--- src/sv/lps_pkg.sv ---
`default_nettype none
// ----------------------------------------------------------------------------
// lps_pkg
// Shared widths, register codes and the line command record of the line pixel
// stepper.
// ----------------------------------------------------------------------------
package lps_pkg;

  // Coordinate width; the run of one line never exceeds 2^COORD_BITS pixels.
  localparam int COORD_BITS = 6;
  localparam int ACC_W      = 2 * COORD_BITS;
  localparam int RUN_CAP    = 1 << COORD_BITS;
  localparam int CNT_W      = COORD_BITS + 1;

  // Image size registers and colour payload.
  localparam int DIM_W      = 7;
  localparam int COLOUR_W   = 32;
  localparam logic [DIM_W-1:0] DIM_RESET = 7'd64;

  // Configuration port.
  localparam int CFG_IDX_W  = 2;

  typedef enum logic [CFG_IDX_W-1:0] {
    CFG_IMAGE_WIDTH  = 2'd0,
    CFG_IMAGE_HEIGHT = 2'd1
  } cfg_idx_t;

  // Command queue between front and back.
  localparam int FIFO_DEPTH = 2;
  localparam int FIFO_AW    = $clog2(FIFO_DEPTH);
  localparam int FIFO_CW    = $clog2(FIFO_DEPTH + 1);

  // Classified line command.
  typedef struct packed {
    logic [COORD_BITS-1:0] x;
    logic [COORD_BITS-1:0] y;
    logic [COORD_BITS-1:0] step_x;   // +1, -1 or 0, modulo 2^COORD_BITS
    logic [COORD_BITS-1:0] step_y;
    logic [COORD_BITS-1:0] inc_x;
    logic [COORD_BITS-1:0] inc_y;
    logic [ACC_W-1:0]      limit;
    logic [COLOUR_W-1:0]   colour;
    logic                  incl;
    logic                  has_line; // 0: start equals end, end point only
  } cmd_t;

endpackage : lps_pkg
`default_nettype wire

--- src/sv/lps_if.sv ---
`default_nettype none
// ----------------------------------------------------------------------------
// lps_in_if / lps_out_if
// Valid/ready channels for line commands and for emitted pixels.
// ----------------------------------------------------------------------------
interface lps_in_if import lps_pkg::*; ();
  logic                  valid;
  logic                  ready;
  logic [COORD_BITS-1:0] start_x;
  logic [COORD_BITS-1:0] start_y;
  logic [COORD_BITS-1:0] end_x;
  logic [COORD_BITS-1:0] end_y;
  logic [COLOUR_W-1:0]   pen_colour;
  logic                  include_end;

  modport source (output valid, start_x, start_y, end_x, end_y, pen_colour,
                  include_end, input ready);
  modport sink   (input valid, start_x, start_y, end_x, end_y, pen_colour,
                  include_end, output ready);
endinterface : lps_in_if

interface lps_out_if import lps_pkg::*; ();
  logic                  valid;
  logic                  ready;
  logic [COORD_BITS-1:0] pixel_x;
  logic [COORD_BITS-1:0] pixel_y;
  logic [COLOUR_W-1:0]   pixel_colour;
  logic                  inside_res;
  logic                  last;

  modport source (output valid, pixel_x, pixel_y, pixel_colour, inside_res,
                  last, input ready);
  modport sink   (input valid, pixel_x, pixel_y, pixel_colour, inside_res,
                  last, output ready);
endinterface : lps_out_if
`default_nettype wire

--- src/sv/lps_front.sv ---
`default_nettype none
// ----------------------------------------------------------------------------
// lps_front
// Accepts line commands, derives steps, increments and loop limit, and pushes
// the classified command into the queue. Commands that emit nothing are dropped.
// ----------------------------------------------------------------------------
module lps_front import lps_pkg::*; (
  lps_in_if.sink   in_chan,
  output logic     push_valid,
  output cmd_t     push_data,
  input  logic     push_ready
);

  logic signed [COORD_BITS:0] dx, dy;
  logic [COORD_BITS-1:0]      abs_dx, abs_dy;
  logic [COORD_BITS-1:0]      inc_x, inc_y;
  logic                       has_line;

  // Deltas and their magnitudes
  always_comb begin
    dx = $signed({1'b0, in_chan.end_x}) - $signed({1'b0, in_chan.start_x});
    dy = $signed({1'b0, in_chan.end_y}) - $signed({1'b0, in_chan.start_y});
    abs_dx = dx[COORD_BITS] ? COORD_BITS'(-dx) : dx[COORD_BITS-1:0];
    abs_dy = dy[COORD_BITS] ? COORD_BITS'(-dy) : dy[COORD_BITS-1:0];
  end

  // X accumulator steps by |dy|, y by |dx|; a zero one borrows the other
  always_comb begin
    has_line = (abs_dx != '0) || (abs_dy != '0);
    inc_x    = (abs_dy == '0) ? abs_dx : abs_dy;
    inc_y    = (abs_dx == '0) ? inc_x  : abs_dx;
  end

  // Build the command record
  always_comb begin
    push_data.x        = in_chan.start_x;
    push_data.y        = in_chan.start_y;
    push_data.step_x   = (dx == '0) ? '0 : (dx[COORD_BITS] ? '1 : COORD_BITS'(1));
    push_data.step_y   = (dy == '0) ? '0 : (dy[COORD_BITS] ? '1 : COORD_BITS'(1));
    push_data.inc_x    = inc_x;
    push_data.inc_y    = inc_y;
    push_data.limit    = ACC_W'(inc_x) * ACC_W'(inc_y);
    push_data.colour   = in_chan.pen_colour;
    push_data.incl     = in_chan.include_end;
    push_data.has_line = has_line;
  end

  // Accept whenever the queue has room; drop commands that emit nothing
  assign in_chan.ready = push_ready;
  assign push_valid    = in_chan.valid && (has_line || in_chan.include_end);

endmodule : lps_front
`default_nettype wire

--- src/sv/lps_fifo.sv ---
`default_nettype none
// ----------------------------------------------------------------------------
// lps_fifo
// Short command queue that decouples the front from the pixel stepper.
// ----------------------------------------------------------------------------
module lps_fifo import lps_pkg::*; (
  input  logic clk,
  input  logic rst_n,
  input  logic push_valid,
  input  cmd_t push_data,
  output logic push_ready,
  output logic pop_valid,
  output cmd_t pop_data,
  input  logic pop_ready
);

  cmd_t                 entry_r [FIFO_DEPTH];
  logic [FIFO_AW-1:0]   wr_ptr_r, wr_ptr_nxt;
  logic [FIFO_AW-1:0]   rd_ptr_r, rd_ptr_nxt;
  logic [FIFO_CW-1:0]   count_r, count_nxt;
  logic                 do_push, do_pop;

  assign push_ready = (count_r != FIFO_CW'(FIFO_DEPTH));
  assign pop_valid  = (count_r != '0);
  assign pop_data   = entry_r[rd_ptr_r];
  assign do_push    = push_valid && push_ready;
  assign do_pop     = pop_valid && pop_ready;

  // Advance pointers and occupancy
  always_comb begin
    wr_ptr_nxt = wr_ptr_r;
    rd_ptr_nxt = rd_ptr_r;
    count_nxt  = count_r;
    if (do_push) begin
      wr_ptr_nxt = (wr_ptr_r == FIFO_AW'(FIFO_DEPTH - 1)) ? '0 : wr_ptr_r + 1'b1;
    end
    if (do_pop) begin
      rd_ptr_nxt = (rd_ptr_r == FIFO_AW'(FIFO_DEPTH - 1)) ? '0 : rd_ptr_r + 1'b1;
    end
    if (do_push && !do_pop) begin
      count_nxt = count_r + 1'b1;
    end else if (do_pop && !do_push) begin
      count_nxt = count_r - 1'b1;
    end
  end

  always_ff @(posedge clk) begin
    if (!rst_n) begin
      wr_ptr_r <= '0;
      rd_ptr_r <= '0;
      count_r  <= '0;
    end else begin
      wr_ptr_r <= wr_ptr_nxt;
      rd_ptr_r <= rd_ptr_nxt;
      count_r  <= count_nxt;
    end
  end

  // Store the pushed command
  always_ff @(posedge clk) begin
    if (do_push) begin
      entry_r[wr_ptr_r] <= push_data;
    end
  end

endmodule : lps_fifo
`default_nettype wire

--- src/sv/lps_back.sv ---
`default_nettype none
// ----------------------------------------------------------------------------
// lps_back
// Pixel stepper: loads one command from the queue, walks the accumulators one
// pixel per cycle while the output is not stalled and emits each pixel
// through an output register.
module lps_back import lps_pkg::*; (
  input  logic             clk,
  input  logic             rst_n,
  input  logic             pop_valid,
  input  cmd_t             pop_data,
  output logic             pop_ready,
  input  logic [DIM_W-1:0] image_width,
  input  logic [DIM_W-1:0] image_height,
  lps_out_if.source        out_chan
);

  typedef enum logic [2:0] {
    ST_IDLE = 3'b001,
    ST_LOOP = 3'b010,
    ST_END  = 3'b100
  } state_t;

  state_t                state_r, state_nxt;
  logic [COORD_BITS-1:0] x_r, x_nxt, y_r, y_nxt;
  logic [ACC_W-1:0]      accx_r, accx_nxt, accy_r, accy_nxt;
  logic [CNT_W-1:0]      cnt_r, cnt_nxt;
  logic [COORD_BITS-1:0] step_x_r, step_y_r, inc_x_r, inc_y_r;
  logic [ACC_W-1:0]      limit_r;
  logic [COLOUR_W-1:0]   colour_r;
  logic                  incl_r;

  logic                  out_valid_r, out_valid_nxt;
  logic [COORD_BITS-1:0] pixel_x_r, pixel_y_r;
  logic [COLOUR_W-1:0]   pixel_colour_r;
  logic                  inside_r, last_r, last_nxt;

  logic                  advance, emit, load;
  logic                  y_steps, x_steps, cont, cap_hit;
  logic [ACC_W-1:0]      accy_step, accx_step;
  logic [COORD_BITS-1:0] y_step;

  // Output register frees up when empty or being taken
  assign advance   = !out_valid_r || out_chan.ready;
  assign pop_ready = (state_r == ST_IDLE);
  assign load      = pop_valid && pop_ready;
  assign emit      = advance && (state_r inside {ST_LOOP, ST_END});

  // One Bresenham step: y first, then x against the updated y accumulator
  always_comb begin
    y_steps   = (accx_r >= accy_r);
    accy_step = y_steps ? accy_r + ACC_W'(inc_y_r) : accy_r;
    y_step    = y_steps ? y_r + step_y_r : y_r;
    x_steps   = (accx_r <= accy_step);
    accx_step = x_steps ? accx_r + ACC_W'(inc_x_r) : accx_r;
    cont      = (accx_step <= limit_r) && (accy_step <= limit_r);
    cap_hit   = (cnt_r + 1'b1) == CNT_W'(RUN_CAP);
  end

  // Sequencer
  always_comb begin
    state_nxt = state_r;
    x_nxt     = x_r;
    y_nxt     = y_r;
    accx_nxt  = accx_r;
    accy_nxt  = accy_r;
    cnt_nxt   = cnt_r;
    last_nxt  = 1'b1;
    case (state_r)
      ST_IDLE: begin
        if (load) begin
          x_nxt     = pop_data.x;
          y_nxt     = pop_data.y;
          accx_nxt  = ACC_W'(pop_data.inc_x);
          accy_nxt  = ACC_W'(pop_data.inc_y);
          cnt_nxt   = '0;
          state_nxt = pop_data.has_line ? ST_LOOP : ST_END;
        end
      end
      ST_LOOP: begin
        last_nxt = cap_hit || (!cont && !incl_r);
        if (emit) begin
          x_nxt    = x_r + (x_steps ? step_x_r : '0);
          y_nxt    = y_step;
          accx_nxt = accx_step;
          accy_nxt = accy_step;
          cnt_nxt  = cnt_r + 1'b1;
          if (last_nxt) begin
            state_nxt = ST_IDLE;
          end else if (cont) begin
            state_nxt = ST_LOOP;
          end else begin
            state_nxt = ST_END;
          end
        end
      end
      ST_END: begin
        if (emit) begin
          state_nxt = ST_IDLE;
        end
      end
      default: begin
        state_nxt = ST_IDLE;
      end
    endcase
  end

  // Output valid tracks emitted and taken pixels
  always_comb begin
    out_valid_nxt = out_valid_r;
    if (emit) begin
      out_valid_nxt = 1'b1;
    end else if (out_chan.ready) begin
      out_valid_nxt = 1'b0;
    end
  end

  always_ff @(posedge clk) begin
    if (!rst_n) begin
      state_r     <= ST_IDLE;
      out_valid_r <= 1'b0;
    end else begin
      state_r     <= state_nxt;
      out_valid_r <= out_valid_nxt;
    end
  end

  // Working registers and command fields
  always_ff @(posedge clk) begin
    x_r    <= x_nxt;
    y_r    <= y_nxt;
    accx_r <= accx_nxt;
    accy_r <= accy_nxt;
    cnt_r  <= cnt_nxt;
    if (load) begin
      step_x_r <= pop_data.step_x;
      step_y_r <= pop_data.step_y;
      inc_x_r  <= pop_data.inc_x;
      inc_y_r  <= pop_data.inc_y;
      limit_r  <= pop_data.limit;
      colour_r <= pop_data.colour;
      incl_r   <= pop_data.incl;
    end
  end

  // Capture the emitted pixel with its clip flag
  always_ff @(posedge clk) begin
    if (emit) begin
      pixel_x_r      <= x_r;
      pixel_y_r      <= y_r;
      pixel_colour_r <= colour_r;
      inside_r       <= (DIM_W'(x_r) < image_width) && (DIM_W'(y_r) < image_height);
      last_r         <= last_nxt;
    end
  end

  assign out_chan.valid        = out_valid_r;
  assign out_chan.pixel_x      = pixel_x_r;
  assign out_chan.pixel_y      = pixel_y_r;
  assign out_chan.pixel_colour = pixel_colour_r;
  assign out_chan.inside_res   = inside_r;
  assign out_chan.last         = last_r;

  // Run length stays below the cap while stepping
  a_cnt_cap: assert property (@(posedge clk) disable iff (!rst_n)
    (state_r == ST_LOOP) |-> (cnt_r < CNT_W'(RUN_CAP)))
    else $error("pixel count reached cap inside loop");

  // Both accumulators within the limit while stepping
  a_acc_limit: assert property (@(posedge clk) disable iff (!rst_n)
    (state_r == ST_LOOP) |-> (accx_r <= limit_r && accy_r <= limit_r))
    else $error("accumulator beyond limit inside loop");

  // End point is only emitted for inclusive commands
  a_end_incl: assert property (@(posedge clk) disable iff (!rst_n)
    (state_r == ST_END) |-> incl_r)
    else $error("end point state without include flag");

endmodule : lps_back
`default_nettype wire

--- src/sv/line_pixel_stepper_top.sv ---
`default_nettype none
// ----------------------------------------------------------------------------
// line_pixel_stepper_top
// Line rasterizer: turns line commands into a run of pixel writes.
//
// in_chan carries one line command per transaction (start, end, colour,
// include_end). out_chan carries one pixel per transaction, with an inside
// flag against the configured image size and last on the final pixel.
// Commands whose start equals the end and include_end is 0 produce nothing.
// The cfg port writes image_width (index 0) and image_height (index 1),
// other indexes are ignored; write it only while the block is idle, which
// the block does not enforce. A command passes through the queue into the
// stepper, whose pixels leave through the output register. The stepper
// emits one pixel per cycle while out_chan does not stall; its accumulator
// step is the rate-setting loop. A two-entry command queue lets in_chan
// keep accepting while the stepper works. When out_chan stalls, the pixel
// holds in the output register and the stepper waits. Reset empties the
// queue, drops any pixel in flight and sets the image size to 64 by 64.
// ----------------------------------------------------------------------------
module line_pixel_stepper_top import lps_pkg::*; (
  input  logic                 clk,
  input  logic                 rst_n,
  lps_in_if.sink               in_chan,
  lps_out_if.source            out_chan,
  input  logic                 cfg_we,
  input  logic [CFG_IDX_W-1:0] cfg_index,
  input  logic [DIM_W-1:0]     cfg_wdata
);

  logic             push_valid, push_ready, pop_valid, pop_ready;
  cmd_t             push_data, pop_data;
  logic [DIM_W-1:0] image_width_r, image_height_r;

  // Image size registers
  always_ff @(posedge clk) begin
    if (!rst_n) begin
      image_width_r  <= DIM_RESET;
      image_height_r <= DIM_RESET;
    end else if (cfg_we) begin
      case (cfg_index)
        CFG_IMAGE_WIDTH:  image_width_r  <= cfg_wdata;
        CFG_IMAGE_HEIGHT: image_height_r <= cfg_wdata;
        default: ;
      endcase
    end
  end

  lps_front u_front (
    .in_chan    (in_chan),
    .push_valid (push_valid),
    .push_data  (push_data),
    .push_ready (push_ready)
  );

  lps_fifo u_fifo (
    .clk        (clk),
    .rst_n      (rst_n),
    .push_valid (push_valid),
    .push_data  (push_data),
    .push_ready (push_ready),
    .pop_valid  (pop_valid),
    .pop_data   (pop_data),
    .pop_ready  (pop_ready)
  );

  lps_back u_back (
    .clk          (clk),
    .rst_n        (rst_n),
    .pop_valid    (pop_valid),
    .pop_data     (pop_data),
    .pop_ready    (pop_ready),
    .image_width  (image_width_r),
    .image_height (image_height_r),
    .out_chan     (out_chan)
  );

endmodule : line_pixel_stepper_top
`default_nettype wire
--- src/flat_wrapper.sv ---
// flat-port wrapper written by rule: the top's interface ports become plain ports
module line_pixel_stepper_top_flat import lps_pkg::*;
  (clk, rst_n, cfg_we, cfg_index, cfg_wdata, in_chan_valid, in_chan_start_x, in_chan_start_y, in_chan_end_x, in_chan_end_y, in_chan_pen_colour, in_chan_include_end, in_chan_ready, out_chan_valid, out_chan_pixel_x, out_chan_pixel_y, out_chan_pixel_colour, out_chan_inside_res, out_chan_last, out_chan_ready);
  lps_in_if in_chan_i ();
  lps_out_if out_chan_i ();
  input  logic clk;
  input  logic rst_n;
  input  logic cfg_we;
  input  logic [CFG_IDX_W-1:0] cfg_index;
  input  logic [DIM_W-1:0] cfg_wdata;
  input wire logic [$bits(in_chan_i.valid)-1:0] in_chan_valid;
  input wire logic [$bits(in_chan_i.start_x)-1:0] in_chan_start_x;
  input wire logic [$bits(in_chan_i.start_y)-1:0] in_chan_start_y;
  input wire logic [$bits(in_chan_i.end_x)-1:0] in_chan_end_x;
  input wire logic [$bits(in_chan_i.end_y)-1:0] in_chan_end_y;
  input wire logic [$bits(in_chan_i.pen_colour)-1:0] in_chan_pen_colour;
  input wire logic [$bits(in_chan_i.include_end)-1:0] in_chan_include_end;
  output wire logic [$bits(in_chan_i.ready)-1:0] in_chan_ready;
  output wire logic [$bits(out_chan_i.valid)-1:0] out_chan_valid;
  output wire logic [$bits(out_chan_i.pixel_x)-1:0] out_chan_pixel_x;
  output wire logic [$bits(out_chan_i.pixel_y)-1:0] out_chan_pixel_y;
  output wire logic [$bits(out_chan_i.pixel_colour)-1:0] out_chan_pixel_colour;
  output wire logic [$bits(out_chan_i.inside_res)-1:0] out_chan_inside_res;
  output wire logic [$bits(out_chan_i.last)-1:0] out_chan_last;
  input wire logic [$bits(out_chan_i.ready)-1:0] out_chan_ready;
  assign in_chan_i.valid = in_chan_valid;
  assign in_chan_i.start_x = in_chan_start_x;
  assign in_chan_i.start_y = in_chan_start_y;
  assign in_chan_i.end_x = in_chan_end_x;
  assign in_chan_i.end_y = in_chan_end_y;
  assign in_chan_i.pen_colour = in_chan_pen_colour;
  assign in_chan_i.include_end = in_chan_include_end;
  assign in_chan_ready = in_chan_i.ready;
  assign out_chan_valid = out_chan_i.valid;
  assign out_chan_pixel_x = out_chan_i.pixel_x;
  assign out_chan_pixel_y = out_chan_i.pixel_y;
  assign out_chan_pixel_colour = out_chan_i.pixel_colour;
  assign out_chan_inside_res = out_chan_i.inside_res;
  assign out_chan_last = out_chan_i.last;
  assign out_chan_i.ready = out_chan_ready;
  line_pixel_stepper_top u_core (.clk(clk), .rst_n(rst_n), .in_chan(in_chan_i), .out_chan(out_chan_i), .cfg_we(cfg_we), .cfg_index(cfg_index), .cfg_wdata(cfg_wdata));
endmodule
--- config.mk ---
export PLATFORM = sky130hd
export DESIGN_NAME = line_pixel_stepper_top_flat
export DESIGN_NICKNAME = d
export VERILOG_FILES = /design/src/sv/lps_pkg.sv /design/src/sv/lps_if.sv /design/src/sv/lps_front.sv /design/src/sv/lps_fifo.sv /design/src/sv/lps_back.sv /design/src/sv/line_pixel_stepper_top.sv /design/src/flat_wrapper.sv
export SDC_FILE = /design/constraint.sdc
export NUM_CORES = 1
export LEC_CHECK = 0
export ABC_CLOCK_PERIOD_IN_PS = 18040
export BUFFER_PORTS_ARGS = -buffer_cell sky130_fd_sc_hd__buf_2
export CORE_UTILIZATION = 34
export CTS_CLUSTER_DIAMETER = 30
export DETAILED_ROUTE_END_ITERATION = 8
export HOLD_SLACK_MARGIN = 0.06
export SETUP_SLACK_MARGIN = 0.4
export SLEW_MARGIN = 0
export SYNTH_ARGS = -nofsm -noshare
export SYNTH_HDL_FRONTEND = slang
export SYNTH_HIERARCHICAL = 1
export SYNTH_SLANG_ARGS = --single-unit
--- constraint.sdc ---
create_clock -name clk -period 18.04 [get_ports clk]
set_input_delay 0.902 -clock clk [delete_from_list [all_inputs] [get_ports clk]]
set_output_delay 0.902 -clock clk [all_outputs]
set_load 0.005 [all_outputs]
==> results of run 1 <==
-- layout make-up --
class	count	area, sq um	share of cell area [%]
flip-flops and latches	345	10100	48.5
clock buffers	85	1960	9.36
inverters	117	440	2.11
clock inverters	53	598	2.86
repair buffers	125	643	3.08
diodes	1	2.50	0.0120
multi-input cells	753	6290	30.1
well taps	672	841	4.02
-- power by group through the flow --
stage / combinational [mW] / clock, mW / sequential [mW]
3_5_place_dp: 1.67 / 0 / 1.35
3_3_place_gp: 1.62 / 0 / 1.35
6_report: 1.66 / 1.37 / 1.34
5_1_grt: 1.87 / 1.43 / 1.36
2_1_floorplan: 1.27 / 0 / 1.31
4_1_cts: 1.68 / 1.40 / 1.34
-- worst max-delay path by stage --
stage | start | endpoint | slack, ns
after floorplan | in_chan_end_y[0] | u_core/u_fifo/entry_r[0][45] | 11.40
after global placement | in_chan_end_x[0] | u_core/u_fifo/entry_r[0][45] | 10.94
after detailed placement | in_chan_end_x[0] | u_core/u_fifo/entry_r[0][45] | 10.71
after CTS | u_core/u_back/accx_r[5] | u_core/u_back/state_r[0] | 11.16
after global routing | u_core/u_back/accx_r[5] | u_core/u_back/state_r[0] | 10.74
final | u_core/u_back/accx_r[5] | u_core/u_back/state_r[0] | 11.18
-- kinds of logic (layout without fill, tap and decap cells) --
kind of cell	Yosys count	after routing	share of synthesized area, %
other	0	1	0
muxes	113	113	7.38
DFF	345	345	58.2
adders and majority gates	136	136	10.8
and+or+nand+nor	250	250	7.41
xor gates and xnor gates	60	60	3.18
AOI/OAI and AO/OA	194	194	7.35
buffers and inverters	198	380	5.78
-- cells in the mapped netlist, types with 5 or more instances --
cell type	n	area share, %
sky130_fd_sc_hd__nor3b_1	5	0.22
sky130_fd_sc_hd__mux2_4	7	0.60
sky130_fd_sc_hd__mux2_2	85	5.5
sky130_fd_sc_hd__nand2b_1	16	0.57
sky130_fd_sc_hd__mux2i_1	20	1.1
sky130_fd_sc_hd__a211oi_1	6	0.26
sky130_fd_sc_hd__edfxtp_1	322	56
sky130_fd_sc_hd__o21ai_0	41	1.2
sky130_fd_sc_hd__a21oi_1	58	1.7
sky130_fd_sc_hd__nor2_1	65	1.4
sky130_fd_sc_hd__and2_1	14	0.50
sky130_fd_sc_hd__xor2_1	22	1.1
sky130_fd_sc_hd__a21o_1	25	1.1
sky130_fd_sc_hd__nor2b_1	11	0.40
sky130_fd_sc_hd__xnor2_1	35	1.8
sky130_fd_sc_hd__inv_1	117	2.5
sky130_fd_sc_hd__clkbuf_1	12	0.26
sky130_fd_sc_hd__dfxtp_1	23	2.6
sky130_fd_sc_hd__buf_4	63	2.7
sky130_fd_sc_hd__fa_1	23	2.6
sky130_fd_sc_hd__o21bai_1	9	0.39
sky130_fd_sc_hd__or3_1	8	0.29
sky130_fd_sc_hd__nand2_1	65	1.4
sky130_fd_sc_hd__o21a_1	11	0.47
sky130_fd_sc_hd__nand4_1	10	0.36
sky130_fd_sc_hd__ha_1	112	8.0
sky130_fd_sc_hd__nor3_1	7	0.20
sky130_fd_sc_hd__nand3_1	13	0.37
sky130_fd_sc_hd__or2_2	7	0.25
-- flip-flops by register name, summed over array words and instances, names as in the netlist, 7 cells and up, named ones only --
name,flops
u_core/image_height_r,7
u_core/image_width_r,7
u_core/u_back/accx_r,12
u_core/u_back/accy_r,12
u_core/u_back/cnt_r,7
u_core/u_back/colour_r,32
u_core/u_back/limit_r,12
u_core/u_back/out_chan.pixel_colour,32
u_core/u_fifo/entry_r,164
-- metrics by stage --
stage | cells | util (%)
after global routing | 2150 | 41.5
after detailed placement | 2012 | 36.4
after global placement | 2012 | 36.4
after floorplan | 1296 | -
after CTS | 2150 | 41.5
final | 2151 | 41.5
-- worst reg2reg max path, cell delays in order (launching register included) --
cell	delay (ns)
sky130_fd_sc_hd__edfxtp_1	0.55
sky130_fd_sc_hd__ha_1	0.38
sky130_fd_sc_hd__nand4_1	0.11
sky130_fd_sc_hd__nor2_2	0.16
sky130_fd_sc_hd__a211oi_4	0.10
sky130_fd_sc_hd__o21ai_4	0.44
sky130_fd_sc_hd__o211a_1	0.30
sky130_fd_sc_hd__nand3_1	0.12
sky130_fd_sc_hd__xnor2_1	0.32
sky130_fd_sc_hd__ha_1	0.32
sky130_fd_sc_hd__a21o_1	0.16
sky130_fd_sc_hd__a21o_1	0.17
sky130_fd_sc_hd__a221oi_1	0.59
sky130_fd_sc_hd__o21ai_0	0.18
sky130_fd_sc_hd__a31oi_1	0.29
sky130_fd_sc_hd__nand3b_4	0.14
sky130_fd_sc_hd__nand2_4	0.25
sky130_fd_sc_hd__mux2_4	0.37
sky130_fd_sc_hd__ha_1	0.29
sky130_fd_sc_hd__nor2b_1	0.13
sky130_fd_sc_hd__o21ai_0	0.14
sky130_fd_sc_hd__nand2b_1	0.08
sky130_fd_sc_hd__a21oi_1	0.25
sky130_fd_sc_hd__o221ai_1	0.15
sky130_fd_sc_hd__o21ai_0	0.13
sky130_fd_sc_hd__o311a_1	0.35
sky130_fd_sc_hd__o21ai_1	0.11
sky130_fd_sc_hd__a21o_1	0.20
-- routing by layer --
metal  part of all wire, %  vias up  GRT usage [%]
li1                      -     4910              -
met1                    44     5028           17.0
met2                    49      198           23.4
met3                   4.3       56           3.07
met4                   2.1        0           5.56
met5                     0        -              0
==> metrics.md, run 1 <==
| Metric | Value |
|---|---|
| Total clock buffers created by CTS | 75 |
| Leakage Power | 8.26 nW |
| Post-Place Cell Area | ~18000 sq um |
| Mean instance size in the synthesized netlist | 13.4 sq um |
| Status | finished clean |
| Cell area after synthesis | ~17000 sq um |
| Source-to-sink clock delay at the later pin of the worst-skew pair | ~0.59 ns |
| Drt initial violations | 494 |
| Total negative slack | 0 ns |
| Critical path class | register to register |
| Die area | 52100 sq um |
| Cell Int Power | about 2.8 mW |
| Hold Crit Start | u_core/u_back/colour_r[8] |
| Final setup skew | ~0.016 ns |
| Average wire per cell in the routed design | between 15 and 20 um |
| Synthesis-to-layout area growth | 20.0% |
| Critical path buffer and inverter count | 0 |
| Startpoint class of the critical path | register |
| Total number of H-tree levels | 3 |
| Ratio of routed vias to standard cells | around 4.7 |
| Total number of cells along the worst setup path | 27 |
| Total routing resource utilization after global routing | between 10% and 20% |
| Largest net degree at the start of global routing | 64 |
| Floorplan die width | approximately 230 um |
| Power Total | approximately 4.4 mW |
| Final weighted congestion in routability-driven placement | ~0.81 |
| Number of buffers inserted for hold repair after clock tree synthesis | 0 |
| Clock tree from TritonCTS | built |
| Share of the yosys chip area belonging to registers | just under 60% |
| Commonest cells after routing, fill and taps aside | sky130_fd_sc_hd__edfxtp_1, sky130_fd_sc_hd__buf_2, sky130_fd_sc_hd__inv_1 |
| Switching share of total power | 34.9% |
| Root buffer selected by CTS | sky130_fd_sc_hd__clkbuf_16 |
| Crit Reg-Reg Startpoint | u_core/u_back/accx_r[5] |
| Pwr per Cell Area | between 200 and 250 nW/um^2 |
| Number of antenna violations at the first check in global routing | 1 |
| Antenna-violating nets left | 0 |
| Power share of the clock group | between 30% and 40% |
| Clock slew at reported path FFs | about 0.05 ns |
| Worst hold path depth | 0 |
| Synthesis warning total | 6 |
| Via count of the first global-routing pass | approximately 11k |
| Maximum fanout encountered on the critical timing path | 16 |
| Top-level I/O count | approximately 120 |
| Number of placement rows | 82 |
| Longest individual stage delay on the worst path | roughly 0.59 ns |
| Slowest cell on the critical path | sky130_fd_sc_hd__a221oi_1 |
| Final setup violation count | 0 |
| Tightest hold margin | between 0.4 and 0.5 ns |
| GRT overflow | 0 |
| RSZ-0062 raised after global routing | no |
| Count of fill cells added during filler insertion | ~4.6k |
| Number of clock sinks | about 350 |
| Distinct cell type count after synthesis | 80 |
| Destination of the worst hold path | u_core/u_back/out_chan.pixel_colour[8] |
| Final WL | roughly 35000 um |
| Minimum clock period after layout | 6.86 ns |
| Worst path required time | 18.51 ns |
| Vertical die dimension | 228 um |
| Number of DRC violations after detailed routing | 0 |
| Buffer count from post-CTS setup fixing | 0 |
| Max_slew headroom | about a third |
| Final Net Count | around 1.6k |
| Port buffer count | 118 |
| Setup slack, reg-to-reg | around 11 ns |
| Drt pass-1 iters | 5 |
| Final Instance Area | around 21000 sq um |
| Number of enable flip-flop cells after synthesis | between 300 and 400 |
| FF+latch count, synth | 345 |
| Crit. End Element | register |
| Main flop type after synthesis | sky130_fd_sc_hd__edfxtp_1 |
| Classification of the worst-slack hold path | register to register |
| Max_cap viols | 0 |
| Hold violation total from the final report | 0 |
| Combinational share of power | between 30% and 40% |
| Detailed-route via count | just over 10k |
| FMAX | approximately 150 MHz |
| Post-cts repair resize count | 0 |
| Most common cell after layout, fill and taps aside | sky130_fd_sc_hd__edfxtp_1 |
| IR Drop Worst-Case VDD | just over 0.00009 V |
| Worst slack after detailed placement | 10.71 ns |
| Cell family with most CP delay | compound AO/OA/AOI/OAI gates |
| Number of standard cells after synthesis | 1296 |
| Global-route wire length before repair | between 50000 and 60000 um |
| Total net switching power | 1.52 mW |
| Standard cell core area | roughly 50000 sq um |
| Min setup slack post-route | approximately 11 ns |
| Data arrival time of the worst path | about 7.3 ns |
| Synthesized Nets | 1502 |
| Share of synthesized registers carrying an async set or reset | 0% |
| R2r endpoint | u_core/u_back/state_r[0] |
| Final number of max-transition violations | 0 |
| Share of layout cells above drive strength 1 | between 20 and 30% |
| Register share of total power | between 30% and 40% |
| HPWL reported at the end of detailed placement | between 20000 and 25000 um |
| Transition time at the pin with the least slew margin | between 1 and 1.5 ns |
| FF-to-FF path depth | 27 |
| Buffer depth of the longest clock path | 3 |
| Crit share post-route | a little under two fifths |
| Initial Util | roughly a third |
Note: power is estimated with default switching activity, not from simulation.
==> inputs of run 2 (changes only) <==
Settings changed: ABC_CLOCK_PERIOD_IN_PS 18040 to 6900.
Clock period 18.04 ns to 6.9 ns, I/O delays scaled along.
==> metrics.md, run 2 (synthesis gave the netlist of run 1 again) <==
| Metric | Value |
|---|---|
| Classification of the worst-slack hold path | input port to register |
| Final WL | 35600 um (+0.43%) |
| Power Total | 11.6 mW (+170%) |
| Cell count after placement | 2026 (+0.70%) |
| Top-level I/O count | 119 (unchanged) |
| Transition time at the pin with the least slew margin | 1.03 ns (+0.0269 ns) |
| Root buffer selected by CTS | sky130_fd_sc_hd__clkbuf_16 |
| GRT overflow | 0 (unchanged) |
| Final number of max-transition violations | 0 (unchanged) |
| Number of standard cells in the final layout excluding fillers | 2222 (+3.3%) |
| HPWL reported at the end of detailed placement | 23200 um (-2.6%) |
| Number of antenna violations at the first check in global routing | 0 (-1) |
| Final weighted congestion in routability-driven placement | 0.818 (+0.73%) |
| Number of placement rows | 82 (unchanged) |
| Post-Place Cell Area | 18500 sq um (+0.64%) |
| Most common cell after layout, fill and taps aside | sky130_fd_sc_hd__edfxtp_1 |
| Antenna diode count | 0 (-1) |
| Port buffer count | 118 (unchanged) |
| Hold violation total from the final report | 0 (unchanged) |
| Clock tree from TritonCTS | built |
| Number of clock sinks | 345 (unchanged) |
| Final Instance Area | 21700 sq um (+3.8%) |
| R2r endpoint | u_core/u_back/state_r[0] |
| Worst hold path depth | 3 (+3) |
| Final setup skew | 0.0224 ns (+0.00598 ns) |
| Drt pass-1 iters | 5 (unchanged) |
| Antenna-violating nets left | 0 (unchanged) |
| Clock slew at reported path FFs | 0.05 ns (about the same) |
| Commonest cells after routing, fill and taps aside | sky130_fd_sc_hd__edfxtp_1, sky130_fd_sc_hd__buf_2, sky130_fd_sc_hd__inv_1 |
| Drt initial violations | 410 (-17%) |
| Synthesis-to-layout area growth | 24.7% |
| Tightest hold margin | 0.129 ns (-0.284 ns) |
| Largest net degree at the start of global routing | 83 (+30%) |
| Final Net Count | 1695 (+4.4%) |
| Ratio of routed vias to standard cells | 4.68 (-1.3%) |
| IR Drop Worst-Case VDD | 0.000269 V (+190%) |
| Startpoint class of the critical path | input port |
| Leakage Power | 8.62 nW (+4.3%) |
| Total number of H-tree levels | 3 (unchanged) |
| Crit. End Element | register |
| Data arrival time of the worst path | 6.52 ns (-0.81 ns) |
| Global-route wire length before repair | 57500 um (+2.1%) |
| Buffer depth of the longest clock path | 3 (unchanged) |
| Worst slack after detailed placement | 0.255 ns (-10.46 ns) |
| Reg with most FFs | u_core/u_fifo/entry_r |
| Vertical die dimension | 228 um (unchanged) |
| Worst path required time | 7.24 ns (-11.27 ns) |
| Share of layout cells above drive strength 1 | 26.3% (+0.95 points) |
| Source-to-sink clock delay at the later pin of the worst-skew pair | 0.60 ns (about the same) |
| Critical path class | input port to register |
| Crit path capture | u_core/u_fifo/entry_r[0][45] |
| Crit Reg-Reg Startpoint | u_core/u_back/accy_r[5] |
| Flip-flop count of the largest register, all copies and words added | 164 (unchanged) |
| FMAX | 162 MHz |
| Crit share post-route | between 80% and 90% |
| Initial Util | 34.6% (unchanged) |
| Final setup violation count | 0 (unchanged) |
| Maximum fanout encountered on the critical timing path | 7 (-9) |
| Layout Utilization | 43.1% (+1.6 points) |
| Total routing resource utilization after global routing | 14.1% (+0.28 points) |
| Detailed-route via count | 10.4k (+2.0%) |
| Number of DRC violations after detailed routing | 0 (unchanged) |
| Standard cell core area | 50400 sq um (unchanged) |
| Average wire per cell in the routed design | 16.0 um (-2.8%) |
| Max_slew headroom | 31.3% (-1.8 points) |
| Critical Path Start | in_chan_start_y[2] |
| Max_cap viols | 0 (unchanged) |
| Via count of the first global-routing pass | 11.1k (+2.3%) |
| Total negative slack | 0 ns (unchanged) |
| Status | finished clean |
| RSZ-0062 raised after global routing | yes |
| Min setup slack post-route | 0.728 ns (-10.45 ns) |
| Setup slack, reg-to-reg | 0.76 ns (-10.42 ns) |
| Total clock buffers created by CTS | 76 (+1.3%) |
| Floorplan die width | 228 um (unchanged) |
| Pwr per Cell Area | 534 nW/um^2 (+160%) |
| FF-to-FF path depth | 28 (+3.7%) |
| Die area | 52100 sq um (unchanged) |
| Minimum clock period after layout | 6.17 ns |
==> run 2: cell count changes in the layout (fill, tap and decap cells not counted), sizes merged <==
cell,previous run,this run
buf,125,144
clkbuf,85,87
bufinv,10,11
dlygate4sd3,0,52
inv,125,126
diode,1,0
clkinvlp,4,6
clkinv,31,26
==> run 2: layer usage <==
metal  global-route usage [%]  vias to the layer above  share of wire [%]
li1                         -                     5053                  -
met1                     17.5                     5089                 45
met2                     23.4                      173                 49
met3                     2.88                       76                3.8
met4                     6.82                        0                3.0
met5                        0                        -                  0
==> run 2: layout make-up <==
type | count | area [sq um]
clock buffer | 87 | 1980
clock inverter | 52 | 652
fill | 4528 | 28700
inverter | 117 | 440
multi-input combinational | 753 | 6340
sequential | 345 | 10100
tap | 672 | 841
timing repair buffer | 196 | 1320
==> run 2: report_power, final <==
part | switching [mW] | internal (mW)
clock network | 1.18 | 2.49
logic | 2.55 | 1.90
registers | 0.270 | 3.21
total | 4.01 | 7.60
==> run 2: timing repair <==
action | CTS | global route
buffers inserted | 0 | 5
resized for setup | 0 | 10
pin swaps | 1 | 2
hold endpoints to repair | 104 | 0
endpoints found under the setup margin | 1 | 13
hold buffers | 52 | 0
==> run 2: worst max-delay path: stages <==
cell and delay (ns):
sky130_fd_sc_hd__dlygate4sd3_1 0.52, sky130_fd_sc_hd__buf_2 0.12, sky130_fd_sc_hd__inv_1 0.04, sky130_fd_sc_hd__ha_1 0.34
sky130_fd_sc_hd__and3b_1 0.20, sky130_fd_sc_hd__o21a_1 0.21, sky130_fd_sc_hd__or4_1 0.39, sky130_fd_sc_hd__and3_4 0.19
sky130_fd_sc_hd__xor2_2 0.19, sky130_fd_sc_hd__or4_4 0.55, sky130_fd_sc_hd__o21a_2 0.28, sky130_fd_sc_hd__or2_1 0.26
sky130_fd_sc_hd__fa_1 0.56, sky130_fd_sc_hd__fa_1 0.44, sky130_fd_sc_hd__fa_1 0.55, sky130_fd_sc_hd__inv_1 0.04
sky130_fd_sc_hd__ha_1 0.32, sky130_fd_sc_hd__a21oi_1 0.16, sky130_fd_sc_hd__nor2_1 0.06, sky130_fd_sc_hd__nor2_2 0.11
sky130_fd_sc_hd__o21bai_1 0.09, sky130_fd_sc_hd__a21oi_2 0.18, sky130_fd_sc_hd__o21bai_1 0.08, sky130_fd_sc_hd__a21oi_1 0.17
sky130_fd_sc_hd__xnor2_1 0.10
==> run 2: how the worst min path moves through the flow <==
stage,slack (ns),to,start
2_1_floorplan,0.40,u_core/u_back/out_chan.pixel_colour[0],u_core/u_back/colour_r[0]
3_3_place_gp,0.40,u_core/u_back/out_chan.pixel_colour[4],u_core/u_back/colour_r[4]
3_5_place_dp,0.40,u_core/u_back/out_chan.pixel_colour[27],u_core/u_back/colour_r[27]
4_1_cts,0.09,u_core/u_back/out_chan.valid,out_chan_ready
5_1_grt,0.12,u_core/u_back/out_chan.valid,out_chan_ready
6_report,0.13,u_core/u_back/out_chan.valid,out_chan_ready
